$ cat config.mk
export PLATFORM = sky130hd
export DESIGN_NAME = key_press_event_detector_flat
export DESIGN_NICKNAME = d
export VERILOG_FILES = /design/src/sv/kped_pkg.sv /design/src/sv/kped_cmd_if.sv /design/src/sv/kped_evt_if.sv /design/src/sv/key_press_event_detector.sv /design/src/sv/kped_lane.sv /design/src/sv/kped_merge.sv /design/src/flat_wrapper.sv
export SDC_FILE = /design/constraint.sdc
export NUM_CORES = 1
export LEC_CHECK = 0
export CAP_MARGIN = 20
export CORE_AREA = 5 5 104 145
export DETAILED_ROUTE_END_ITERATION = 6
export DIE_AREA = 0 0 109 150
export DONT_BUFFER_PORTS = 1
export PLACE_DENSITY = 0.75
export SLEW_MARGIN = 20
export SYNTH_ARGS = -nofsm -noshare
export SYNTH_HDL_FRONTEND = slang
export SYNTH_SLANG_ARGS = --single-unit
$ cat constraint.sdc
create_clock -name clk -period 2.9 [get_ports clk]
set_input_delay 0.29 -clock clk [delete_from_list [all_inputs] [get_ports clk]]
set_output_delay 0.29 -clock clk [all_outputs]
set_load 0.05 [all_outputs]
$ cat src/sv/kped_pkg.sv
// Shared types, codes and defaults for the key press event detector.
// No dependencies; compile first.
package kped_pkg;

    localparam int KEY_COUNT_DEF = 2;
    localparam int MASK_W        = 2;
    localparam int PIN_W         = 2;
    localparam int IDX_W         = 1;
    localparam int CNT_W         = 8;
    localparam int ST_W          = 3;
    localparam int EV_W          = 2;
    localparam int CFG_IDX_W     = 2;
    localparam int CFG_DATA_W    = 8;

    // key states
    localparam logic [ST_W-1:0] ST_RELEASED = 3'd0;
    localparam logic [ST_W-1:0] ST_BOUNCE   = 3'd1;
    localparam logic [ST_W-1:0] ST_PRESSED  = 3'd2;
    localparam logic [ST_W-1:0] ST_WAIT     = 3'd3;
    localparam logic [ST_W-1:0] ST_SECOND   = 3'd4;
    localparam logic [ST_W-1:0] ST_LONG     = 3'd5;

    // event codes
    localparam logic [EV_W-1:0] EV_NONE   = 2'd0;
    localparam logic [EV_W-1:0] EV_SHORT  = 2'd1;
    localparam logic [EV_W-1:0] EV_DOUBLE = 2'd2;
    localparam logic [EV_W-1:0] EV_LONG   = 2'd3;

    // command codes
    localparam logic CMD_SCAN = 1'b0;
    localparam logic CMD_READ = 1'b1;

    // configuration register indexes
    localparam logic [CFG_IDX_W-1:0] REG_ENABLE_MASK = 2'd0;
    localparam logic [CFG_IDX_W-1:0] REG_LONG_TICKS  = 2'd1;
    localparam logic [CFG_IDX_W-1:0] REG_GAP_TICKS   = 2'd2;
    localparam logic [CFG_IDX_W-1:0] REG_SECOND_TICKS = 2'd3;

    // configuration defaults
    localparam logic [MASK_W-1:0] ENABLE_MASK_RST  = 2'd3;
    localparam logic [CNT_W-1:0]  LONG_TICKS_RST   = 8'd30;
    localparam logic [CNT_W-1:0]  GAP_TICKS_RST    = 8'd3;
    localparam logic [CNT_W-1:0]  SECOND_TICKS_RST = 8'd20;

    typedef struct packed {
        logic [CNT_W-1:0] long_ticks;
        logic [CNT_W-1:0] gap_ticks;
        logic [CNT_W-1:0] second_ticks;
    } kped_thr_t;

endpackage

$ cat src/sv/kped_cmd_if.sv
// Command channel: scan ticks and event reads.
// Depends on kped_pkg.
interface kped_cmd_if
    import kped_pkg::*;
();
    logic             valid;
    logic             ready;
    logic             cmd;
    logic [PIN_W-1:0] pin_levels;
    logic [IDX_W-1:0] key_index;

    modport source (output valid, output cmd, output pin_levels, output key_index,
                    input ready);
    modport sink   (input valid, input cmd, input pin_levels, input key_index,
                    output ready);
endinterface

$ cat src/sv/kped_evt_if.sv
// Result channel: reported key events.
// Depends on kped_pkg.
interface kped_evt_if
    import kped_pkg::*;
();
    logic             valid;
    logic             ready;
    logic [EV_W-1:0]  press_code;
    logic [IDX_W-1:0] key_echo;

    modport source (output valid, output press_code, output key_echo, input ready);
    modport sink   (input valid, input press_code, input key_echo, output ready);
endinterface

$ cat src/sv/key_press_event_detector.sv
// Key press event detector: one item per cycle while ready, scan or read.
// A read gives a registered result; a scan tick gives none.
// Results are held in an output register, backed by a one-item skid stage.
// Reset clears every key to released with zero counters and no event,
// and loads the default enable mask and thresholds.
module key_press_event_detector
    import kped_pkg::*;
#(
    parameter int KEY_COUNT = KEY_COUNT_DEF
)
(
    input  logic                  clk,
    input  logic                  rst_n,
    kped_cmd_if.sink              cmd_ch,
    kped_evt_if.source            evt_ch,
    input  logic                  cfg_we,
    input  logic [CFG_IDX_W-1:0]  cfg_idx,
    input  logic [CFG_DATA_W-1:0] cfg_data
);

    logic [MASK_W-1:0] mask_reg;
    kped_thr_t         thr_reg;
    logic              accept;
    logic              scan;
    logic              push;
    logic              full;
    logic [EV_W-1:0]   latch [KEY_COUNT];

    always_ff @(posedge clk or negedge rst_n)
    begin
        if (!rst_n)
        begin
            mask_reg             <= ENABLE_MASK_RST;
            thr_reg.long_ticks   <= LONG_TICKS_RST;
            thr_reg.gap_ticks    <= GAP_TICKS_RST;
            thr_reg.second_ticks <= SECOND_TICKS_RST;
        end
        else if (cfg_we)
        begin
            unique case (cfg_idx)
                REG_ENABLE_MASK:  mask_reg             <= cfg_data[MASK_W-1:0];
                REG_LONG_TICKS:   thr_reg.long_ticks   <= cfg_data[CNT_W-1:0];
                REG_GAP_TICKS:    thr_reg.gap_ticks    <= cfg_data[CNT_W-1:0];
                REG_SECOND_TICKS: thr_reg.second_ticks <= cfg_data[CNT_W-1:0];
                default:
                begin
                end
            endcase
        end
    end

    assign cmd_ch.ready = !full;
    assign accept       = cmd_ch.valid && cmd_ch.ready;
    assign scan         = accept && (cmd_ch.cmd == CMD_SCAN);
    assign push         = accept && (cmd_ch.cmd == CMD_READ);

    for (genvar k = 0; k < KEY_COUNT; k++)
    begin : g_lane
        logic en;
        logic pin;
        if (k < MASK_W)
        begin : g_scanned
            assign en  = mask_reg[k];
            assign pin = cmd_ch.pin_levels[k];
        end
        else
        begin : g_idle
            assign en  = 1'b0;
            assign pin = 1'b1;
        end

        kped_lane u_lane (
            .clk      (clk),
            .rst_n    (rst_n),
            .scan_en  (scan && en),
            .pin_high (pin),
            .rd_clr   (push && (k == int'(cmd_ch.key_index))),
            .thr      (thr_reg),
            .latch    (latch[k])
        );
    end

    kped_merge #(
        .KEY_COUNT (KEY_COUNT)
    ) u_merge (
        .clk       (clk),
        .rst_n     (rst_n),
        .push      (push),
        .key_index (cmd_ch.key_index),
        .latch     (latch),
        .full      (full),
        .evt       (evt_ch)
    );

endmodule

$ cat src/sv/kped_lane.sv
// One key lane: six-state press machine, counters and event latch.
// Depends on kped_pkg.
module kped_lane
    import kped_pkg::*;
(
    input  logic            clk,
    input  logic            rst_n,
    input  logic            scan_en,
    input  logic            pin_high,
    input  logic            rd_clr,
    input  kped_thr_t       thr,
    output logic [EV_W-1:0] latch
);

    logic [ST_W-1:0]  state_reg,  state_next;
    logic [ST_W-1:0]  origin_reg, origin_next;
    logic [EV_W-1:0]  event_reg,  event_next;
    logic [CNT_W-1:0] hold_reg,   hold_next;
    logic [CNT_W-1:0] gap_reg,    gap_next;
    logic [CNT_W-1:0] second_reg, second_next;
    logic [CNT_W-1:0] hold_inc, gap_inc, second_inc;

    assign hold_inc   = hold_reg + CNT_W'(1);
    assign gap_inc    = gap_reg + CNT_W'(1);
    assign second_inc = second_reg + CNT_W'(1);

    always_comb
    begin
        state_next  = state_reg;
        origin_next = origin_reg;
        event_next  = event_reg;
        hold_next   = hold_reg;
        gap_next    = gap_reg;
        second_next = second_reg;
        if (scan_en)
        begin
            unique case (state_reg)
                ST_RELEASED:
                begin
                    event_next = EV_NONE;
                    if (!pin_high)
                        state_next = ST_BOUNCE;
                end
                ST_BOUNCE:
                begin
                    if (pin_high)
                    begin
                        if (origin_reg == ST_RELEASED || origin_reg == ST_LONG)
                            state_next = ST_RELEASED;
                        else if (origin_reg == ST_PRESSED)
                        begin
                            gap_next   = '0;
                            state_next = ST_WAIT;
                        end
                        else if (origin_reg == ST_SECOND)
                        begin
                            event_next = EV_DOUBLE;
                            state_next = ST_RELEASED;
                        end
                    end
                    else
                    begin
                        if (origin_reg == ST_PRESSED || origin_reg == ST_SECOND ||
                            origin_reg == ST_LONG)
                            state_next = origin_reg;
                        else if (origin_reg == ST_RELEASED)
                        begin
                            hold_next  = '0;
                            state_next = ST_PRESSED;
                        end
                        else if (origin_reg == ST_WAIT)
                        begin
                            second_next = '0;
                            state_next  = ST_SECOND;
                        end
                    end
                end
                ST_PRESSED:
                begin
                    if (pin_high)
                        state_next = ST_BOUNCE;
                    else if (hold_inc == thr.long_ticks)
                    begin
                        hold_next  = '0;
                        event_next = EV_LONG;
                        state_next = ST_LONG;
                    end
                    else
                        hold_next = hold_inc;
                end
                ST_WAIT:
                begin
                    if (!pin_high)
                        state_next = ST_BOUNCE;
                    else
                    begin
                        gap_next = gap_inc;
                        if (gap_inc == thr.gap_ticks)
                        begin
                            event_next = EV_SHORT;
                            state_next = ST_RELEASED;
                        end
                    end
                end
                ST_SECOND:
                begin
                    if (pin_high)
                        state_next = ST_BOUNCE;
                    else
                    begin
                        second_next = second_inc;
                        if (second_inc == thr.second_ticks)
                        begin
                            hold_next  = '0;
                            event_next = EV_LONG;
                            state_next = ST_LONG;
                        end
                    end
                end
                ST_LONG:
                begin
                    event_next = EV_NONE;
                    if (pin_high)
                        state_next = ST_BOUNCE;
                end
                default:
                begin
                end
            endcase
            if (state_next != state_reg)
                origin_next = state_reg;
        end
        if (rd_clr)
            event_next = EV_NONE;
    end

    always_ff @(posedge clk or negedge rst_n)
    begin
        if (!rst_n)
        begin
            state_reg  <= ST_RELEASED;
            origin_reg <= ST_RELEASED;
            event_reg  <= EV_NONE;
            hold_reg   <= '0;
            gap_reg    <= '0;
            second_reg <= '0;
        end
        else
        begin
            state_reg  <= state_next;
            origin_reg <= origin_next;
            event_reg  <= event_next;
            hold_reg   <= hold_next;
            gap_reg    <= gap_next;
            second_reg <= second_next;
        end
    end

    assign latch = event_reg;

`ifndef SYNTHESIS
    a_event_state: assert property (@(posedge clk) disable iff (!rst_n)
        (event_reg != EV_NONE) |-> (state_reg == ST_RELEASED || state_reg == ST_LONG))
        else $error("kped_lane: event held outside released or long press");

    a_bounce_origin: assert property (@(posedge clk) disable iff (!rst_n)
        (state_reg == ST_BOUNCE) |-> (origin_reg != ST_BOUNCE))
        else $error("kped_lane: bounce entered from bounce");

    a_frozen: assert property (@(posedge clk) disable iff (!rst_n)
        (!scan_en) |=> $stable(state_reg) && $stable(hold_reg))
        else $error("kped_lane: key moved without a scan");
`endif

endmodule

$ cat src/sv/kped_merge.sv
// Merge stage: picks the addressed lane's event and holds results
// in an output register with a skid stage. Depends on kped_pkg.
module kped_merge
    import kped_pkg::*;
#(
    parameter int KEY_COUNT = KEY_COUNT_DEF
)
(
    input  logic            clk,
    input  logic            rst_n,
    input  logic            push,
    input  logic [IDX_W-1:0] key_index,
    input  logic [EV_W-1:0] latch [KEY_COUNT],
    output logic            full,
    kped_evt_if.source      evt
);

    logic [EV_W-1:0]  sel_ev;
    logic             out_valid_reg, out_valid_next;
    logic [EV_W-1:0]  out_ev_reg,    out_ev_next;
    logic [IDX_W-1:0] out_idx_reg,   out_idx_next;
    logic             skid_valid_reg, skid_valid_next;
    logic [EV_W-1:0]  skid_ev_reg,   skid_ev_next;
    logic [IDX_W-1:0] skid_idx_reg,  skid_idx_next;
    logic             pop;

    always_comb
    begin
        sel_ev = EV_NONE;
        for (int k = 0; k < KEY_COUNT; k++)
        begin
            if (k == int'(key_index))
                sel_ev = latch[k];
        end
    end

    assign pop = out_valid_reg && evt.ready;

    always_comb
    begin
        out_valid_next  = out_valid_reg;
        out_ev_next     = out_ev_reg;
        out_idx_next    = out_idx_reg;
        skid_valid_next = skid_valid_reg;
        skid_ev_next    = skid_ev_reg;
        skid_idx_next   = skid_idx_reg;
        if (!out_valid_reg || pop)
        begin
            if (skid_valid_reg)
            begin
                out_valid_next  = 1'b1;
                out_ev_next     = skid_ev_reg;
                out_idx_next    = skid_idx_reg;
                skid_valid_next = 1'b0;
            end
            else
            begin
                out_valid_next = push;
                out_ev_next    = sel_ev;
                out_idx_next   = key_index;
            end
        end
        else if (push)
        begin
            skid_valid_next = 1'b1;
            skid_ev_next    = sel_ev;
            skid_idx_next   = key_index;
        end
    end

    always_ff @(posedge clk or negedge rst_n)
    begin
        if (!rst_n)
        begin
            out_valid_reg  <= 1'b0;
            skid_valid_reg <= 1'b0;
        end
        else
        begin
            out_valid_reg  <= out_valid_next;
            skid_valid_reg <= skid_valid_next;
        end
    end

    always_ff @(posedge clk)
    begin
        out_ev_reg   <= out_ev_next;
        out_idx_reg  <= out_idx_next;
        skid_ev_reg  <= skid_ev_next;
        skid_idx_reg <= skid_idx_next;
    end

    assign full           = skid_valid_reg;
    assign evt.valid      = out_valid_reg;
    assign evt.press_code = out_ev_reg;
    assign evt.key_echo   = out_idx_reg;

`ifndef SYNTHESIS
    a_skid_behind_out: assert property (@(posedge clk) disable iff (!rst_n)
        skid_valid_reg |-> out_valid_reg)
        else $error("kped_merge: skid holds an item ahead of the output");

    a_no_overrun: assert property (@(posedge clk) disable iff (!rst_n)
        (skid_valid_reg && push) |-> 1'b0)
        else $error("kped_merge: item pushed into a full skid stage");

    a_skid_fill: assert property (@(posedge clk) disable iff (!rst_n)
        (push && out_valid_reg && !evt.ready) |=> skid_valid_reg)
        else $error("kped_merge: stalled item lost");
`endif

endmodule

$ cat src/flat_wrapper.sv
// flat-port wrapper written by rule: the top's interface ports become plain ports
module key_press_event_detector_flat import kped_pkg::*;
#(
    parameter int KEY_COUNT = KEY_COUNT_DEF
)
  (clk, rst_n, cfg_we, cfg_idx, cfg_data, cmd_ch_valid, cmd_ch_cmd, cmd_ch_pin_levels, cmd_ch_key_index, cmd_ch_ready, evt_ch_valid, evt_ch_press_code, evt_ch_key_echo, evt_ch_ready);
  kped_cmd_if cmd_ch_i ();
  kped_evt_if evt_ch_i ();
  input  logic clk;
  input  logic rst_n;
  input  logic cfg_we;
  input  logic [CFG_IDX_W-1:0] cfg_idx;
  input  logic [CFG_DATA_W-1:0] cfg_data;
  input wire logic [$bits(cmd_ch_i.valid)-1:0] cmd_ch_valid;
  input wire logic [$bits(cmd_ch_i.cmd)-1:0] cmd_ch_cmd;
  input wire logic [$bits(cmd_ch_i.pin_levels)-1:0] cmd_ch_pin_levels;
  input wire logic [$bits(cmd_ch_i.key_index)-1:0] cmd_ch_key_index;
  output wire logic [$bits(cmd_ch_i.ready)-1:0] cmd_ch_ready;
  output wire logic [$bits(evt_ch_i.valid)-1:0] evt_ch_valid;
  output wire logic [$bits(evt_ch_i.press_code)-1:0] evt_ch_press_code;
  output wire logic [$bits(evt_ch_i.key_echo)-1:0] evt_ch_key_echo;
  input wire logic [$bits(evt_ch_i.ready)-1:0] evt_ch_ready;
  assign cmd_ch_i.valid = cmd_ch_valid;
  assign cmd_ch_i.cmd = cmd_ch_cmd;
  assign cmd_ch_i.pin_levels = cmd_ch_pin_levels;
  assign cmd_ch_i.key_index = cmd_ch_key_index;
  assign cmd_ch_ready = cmd_ch_i.ready;
  assign evt_ch_valid = evt_ch_i.valid;
  assign evt_ch_press_code = evt_ch_i.press_code;
  assign evt_ch_key_echo = evt_ch_i.key_echo;
  assign evt_ch_i.ready = evt_ch_ready;
  key_press_event_detector #(.KEY_COUNT(KEY_COUNT)) u_core (.clk(clk), .rst_n(rst_n), .cmd_ch(cmd_ch_i), .evt_ch(evt_ch_i), .cfg_we(cfg_we), .cfg_idx(cfg_idx), .cfg_data(cfg_data));
endmodule
## Yosys cells after proc, flatten, opt, wreduce, memory -nomap -nowiden

Index checks and enable logic that the tools add are counted.

| storage, ports and cells | value |
|---|---|
| bits in registers | 98 |
| bits of input ports | 19 |
| output and inout bits | 5 |
| word-level logic and storage cells | 258 |

| cells by class | value |
|---|---|
| add/sub/neg operators | 6 |
| equality and inequality tests | 73 |
| muxes and demuxes | 104 |
| bitwise logic cells | 3 |
| reduce and logical (&&, ||, !) cells | 50 |

Operator list:

| cell | count |
|---|---|
| two-way mux 8 bit | 32 |
| two-way mux 3 bit | 32 |
| one-hot mux 8 bit (2 select lines) | 4 |
| inequality test 3 bit (second input constant) | 20 |
| two-way mux 2 bit | 26 |
| adder 8 x 1 -> 8 bit (second input constant) | 6 |
| equality test 8 bit | 6 |
| inequality test 2 bit (second input constant) | 24 |
| one-hot mux 8 bit (3 select lines) | 2 |
| one-hot mux 3 bit (6 select lines) | 2 |
| equality test 3 x 2 -> 1 bit (second input constant) | 8 |
| equality test 3 bit (second input constant) | 8 |
| AND reduction 12 bit | 2 |
| one-hot mux 2 bit (5 select lines) | 2 |
| AND reduction 8 bit | 2 |
| AND reduction 2 bit | 7 |
| AND reduction 7 bit | 2 |
| nonzero test 2 bit | 7 |
| logical NOT 3 bit | 4 |
| AND reduction 6 bit | 2 |
| nonzero test 6 bit | 2 |
| logical AND 1 bit | 8 |
| logical OR 1 bit | 7 |
| equality test 3 x 1 -> 1 bit (second input constant) | 2 |
| 9 further kinds | 19 |

## Depth between registers and ports, before layout

| logic depth | value |
|---|---|
| depth in word-level cells | 9 |
| mapped depth | 9 |
| depth with buffers taken out | 8 |

## By module

From an unflattened synthesis, not the netlist that was laid out.

| second synthesis, totals | value |
|---|---|
| cell total of the unflattened synthesis | 722 |
| area, all modules | 6560.0 µm² |

Modules (own cells, without submodules):

| module | times used | cells each | area an instance (µm²) | seq. area each (µm²) |
|---|---|---|---|---|
| kped_lane at u_core.g_lane[0].u_lane | 1 | 323 | 2652.5 | 800.8 |
| kped_lane at u_core.g_lane[1].u_lane | 1 | 318 | 2547.4 | 800.8 |
| key_press_event_detector | 1 | 62 | 1041.0 | 663.1 |
| kped_merge | 1 | 19 | 319.1 | 230.2 |

## Least setup slack after synthesis

No wires, ideal clock.

| timing | value |
|---|---|
| kind | register to register |
| start | register u_core.g_lane[1].u_lane.second_reg[0] |
| end | register u_core.g_lane[1].u_lane.hold_reg[2] |
| setup time | 0.082 ns |
| arrival | 2.388 ns |
| data required time | 2.818 ns |
| slack | 0.430 ns |
| cell stages (with the launch flop) | 10 |
| buffers on the path | 1 |
| cells stage by stage | dfrtp_1 ha_1 xor2_1 xnor2_1 nand4_1 o41ai_2 a21oi_2 or4b_1 buf_2 o22ai_1 |

| on the way | value |
|---|---|
| word-level cells in the longest chain between the ends | 4 |

RTL lines:

| what | RTL line | source |
|---|---|---|
| from (decl) | kped_lane.sv:20 | `logic [CNT_W-1:0] second_reg, second_next;` |
| from (signal assigned) | kped_lane.sv:155 | `second_reg <= second_next;` |
| adder 8 x 1 -> 8 bit | kped_lane.sv:25 | `assign second_inc = second_reg + CNT_W'(1);` |
| equality test 8 bit | kped_lane.sv:112 | `if (second_inc == thr.second_ticks)` |
| inequality test 2 bit (no line) | n/a |  |
| AND reduction 8 bit (no line) | n/a |  |
| to (signal assigned) | kped_lane.sv:153 | `hold_reg <= hold_next;` |
| to (decl) | kped_lane.sv:18 | `logic [CNT_W-1:0] hold_reg, hold_next;` |

No other way between the ends.
A chain may end at the register's enable or synchronous reset.

## Final worst setup path

| timing | value |
|---|---|
| start | register u_core.g_lane[1].u_lane.hold_reg[2] |
| end | register u_core.g_lane[1].u_lane.hold_reg[2] |

| on the way | value |
|---|---|
| word-level cells in the longest chain between the ends | 5 |

RTL lines:

| what | RTL line | source |
|---|---|---|
| adder 8 x 1 -> 8 bit * | kped_lane.sv:23 | `assign hold_inc = hold_reg + CNT_W'(1);` |
| equality test 8 bit | kped_lane.sv:82 | `else if (hold_inc == thr.long_ticks)` |
| two-way mux 8 bit * | kped_lane.sv:82 |  |
| two-way mux 8 bit * | kped_lane.sv:80 | `if (pin_high)` |
| one-hot mux 8 bit (3 select lines) * | kped_lane.sv:37 | `unique case (state_reg)` |

Mark *: on every way between the ends. The rest lies on a longest branch, timed or not. The select of a mux whose other input is x is not followed.

==> metrics <==
outcome finished clean; Die Ht 150 um; H-tree Lvls 3; DRT iter0 DRCs 432; largest delay contributor family on the critical path simple AND/OR/NAND/NOR gates; Worst-path clk slew 0.08 ns; cell with the most instances after synthesis dfrtp_1; Post-Syn Nets 763; Synth cell types 77; slew margin rel. 0.516; RD Place Congestion 0.903; die area 16400 um2; critical path cell sequence nand3_2 > or4_4 > xnor2_1 > o2111a_2 > nor3_4 > or4b_4 > o22ai_1; period utilisation layout 0.933; cell taking the most area after synthesis dfrtp_1; Critical Path Sink Type flop; First-pass DRT Iterations 5; die width 109 um; VDD IR max 401 uV; Rows 51; Post-synth EDFFs 6; register-to-register setup slack 0.19 ns; CP max-delay cell or4b_4; Synth Flop Type dfrtp_1; wire per inst 18.3 um; commonest cells in the netlist dfrtp_1 (82), nand2_1 (67), o21ai_0 (62); # diodes 0; R2R cell count 7; number of flip-flops in the largest register 24; Hold Fails Final Rpt 0; initial antenna violation count 1; Post-DP Area 6820 um2; Max FO, Critical Path 9; CP bufs+invs 0; final setup vio count 0; arrival time worst endpoint 2.98 ns; largest cells by area after synthesis dfrtp_1 (31%), mux2_2 (5.6%), o21ai_0 (4.7%); cell area power density 708 nW/um2; DRC Markers 0; CTS tree built; Tot GR Track Use 0.211; hold-critical path endpoint u_core.u_merge.skid_idx_reg; critical setup path kind flop to flop; Yosys Warn Count 0; area of the mapped netlist 6660 um2; total routed wirelength 16.7 mm; final instance area 7170 um2; hold path start cmd_ch_key_index; asr flop ratio synth 0.939; IO Pins 24; RSZ-0062 raised after global routing true; Core Area 13700 um2; CP required 3.17 ns; Layout area overhead 7.71%; post-DP HPWL 12.4 mm; #FFs+latches synth 98; Synth Instances 738; top layer in use met4; Root Driver clkbuf_16; largest net degree at the start of global routing 93; area occupied by multi-input gates 3920 um2; Max Transition Viols Final 0; FILL cells 1217; syn_area_per_cell 9.02 um2; worst-margin pin slew 0.726 ns; reg2reg end u_core.g_lane[1].u_lane.hold_reg[2]; Synth top area share 0.308; via count 5644; worst-skew pair later-pin latency 0.36 ns; CTS max path bufs 2; first-pass GRT wire length 27.4 mm; leakage 2.83 nW; Hold Path Class primary input to flop; share of cells above drive strength 1 0.135; CTS Buf Count 9; wire length on met2 8.83 mm; Avg Vias per Cell 6.20; startpoint types flop; postcts setup bufs 0; GR Overflow Total 0; crit path time final 2.71 ns; # port buffers 0; worst reg2reg startpoint u_core.g_lane[1].u_lane.hold_reg[2]; Routed Antenna Nets 0; vias in the first global route 5606; initial core utilization 0.485; Overall Power 5.08 mW; max incr delay on CP 0.58 ns; Max Cap Violations 0; clk sinks 98; register area 2490 um2; Final nets 746; WL met3 510 um; clock skew 0.0132 ns; worst hold stages 0; Seq/Total Area, Yosys 0.375; wl on met1 6.75 mm; Highest Clock Rate 369 MHz
## what timing repair did
item | CTS | global route
setup endpoints to repair | 1 | 9
hold buffers | 2 | 0
pin swaps | 0 | 1
resized for setup | 1 | 2
hold endpoints to repair | 92 | 0
## report_power, final
group,internal (mW),leakage (nW),switching [mW]
combinational,0.793,1.46,1.03
sequential,1.64,1.22,0.383
clock,0.614,0.148,0.612
total,3.05,2.83,2.02
## cell families after synthesis
group	share of synthesized area
compound gates	0.206
xor+xnor	0.0940
fa+ha+maj	0.0113
buf+inv	0.0389
flops	0.375
mux	0.0649
simple gates	0.210
## layer usage
layer  GRT usage  up-vias
met1       0.248     2737
met5           0        -
met4       0.100        0
met2       0.374      171
li1            -     2690
met3      0.0259       46
## through the flow
| stage | setup WS, ns | TNS [ns] | hold slack (ns) | util | std cells |
|---|---|---|---|---|---|
| finish | 0.194 | 0 | 0.0262 | 0.522 | 911 |
| floorplan | 0.430 | 0 | -0.00559 | - | 738 |
| detailed placement | 0.00325 | 0 | -0.00171 | 0.497 | 893 |
| global placement | 0.0588 | 0 | -0.000973 | 0.497 | 893 |
| CTS | 0.0886 | 0 | 0.0216 | 0.522 | 911 |
| global route | -0.00485 | -0.00485 | 0.0150 | 0.522 | 911 |
## cell usage in the layout (no fill, tap or decap), drive strengths merged, types with 10 or more instances in the layout
cell / Yosys / final
dfrtp: 82 / 82
nand2: 67 / 67
o21ai: 62 / 62
nor2: 48 / 48
mux2: 33 / 33
xnor2: 32 / 32
nand3: 32 / 32
a21oi: 31 / 31
xor2: 29 / 29
inv: 20 / 25
buf: 9 / 16
and3: 15 / 15
nor3: 15 / 15
nor2b: 14 / 14
nand2b: 12 / 12
nand4: 10 / 10
dfstp: 10 / 10
## worst max path at each step
stage | from | to | cells past startpoint
finish | u_core.g_lane[1].u_lane.hold_reg[2] | u_core.g_lane[1].u_lane.hold_reg[2] | 7
global route | u_core.g_lane[1].u_lane.gap_reg[0] | u_core.g_lane[1].u_lane.origin_reg[1] | 8
CTS | u_core.g_lane[1].u_lane.second_reg[0] | u_core.g_lane[1].u_lane.hold_reg[2] | 8
detailed placement | u_core.g_lane[1].u_lane.second_reg[0] | u_core.g_lane[1].u_lane.hold_reg[2] | 8
global placement | u_core.g_lane[1].u_lane.second_reg[0] | u_core.g_lane[1].u_lane.hold_reg[2] | 8
floorplan | u_core.g_lane[1].u_lane.second_reg[0] | u_core.g_lane[1].u_lane.hold_reg[2] | 9
## worst register-to-register path, cell delays in order, from the launching register on
cell and delay, ns:
dfrtp_1 0.46, nand3_2 0.19, or4_4 0.54, xnor2_1 0.15
o2111a_2 0.22, nor3_4 0.31, or4b_4 0.58, o22ai_1 0.18
## final cells by class
cell class / instances / area share
well taps: 185 / 0.0323
clock inverters: 7 / 0.0103
multi-input cells: 575 / 0.547
flip-flops and latches: 98 / 0.348
inverters: 20 / 0.0105
repair buffers: 17 / 0.0209
clock buffers: 9 / 0.0314
Note: power is estimated with default switching activity, not from simulation.
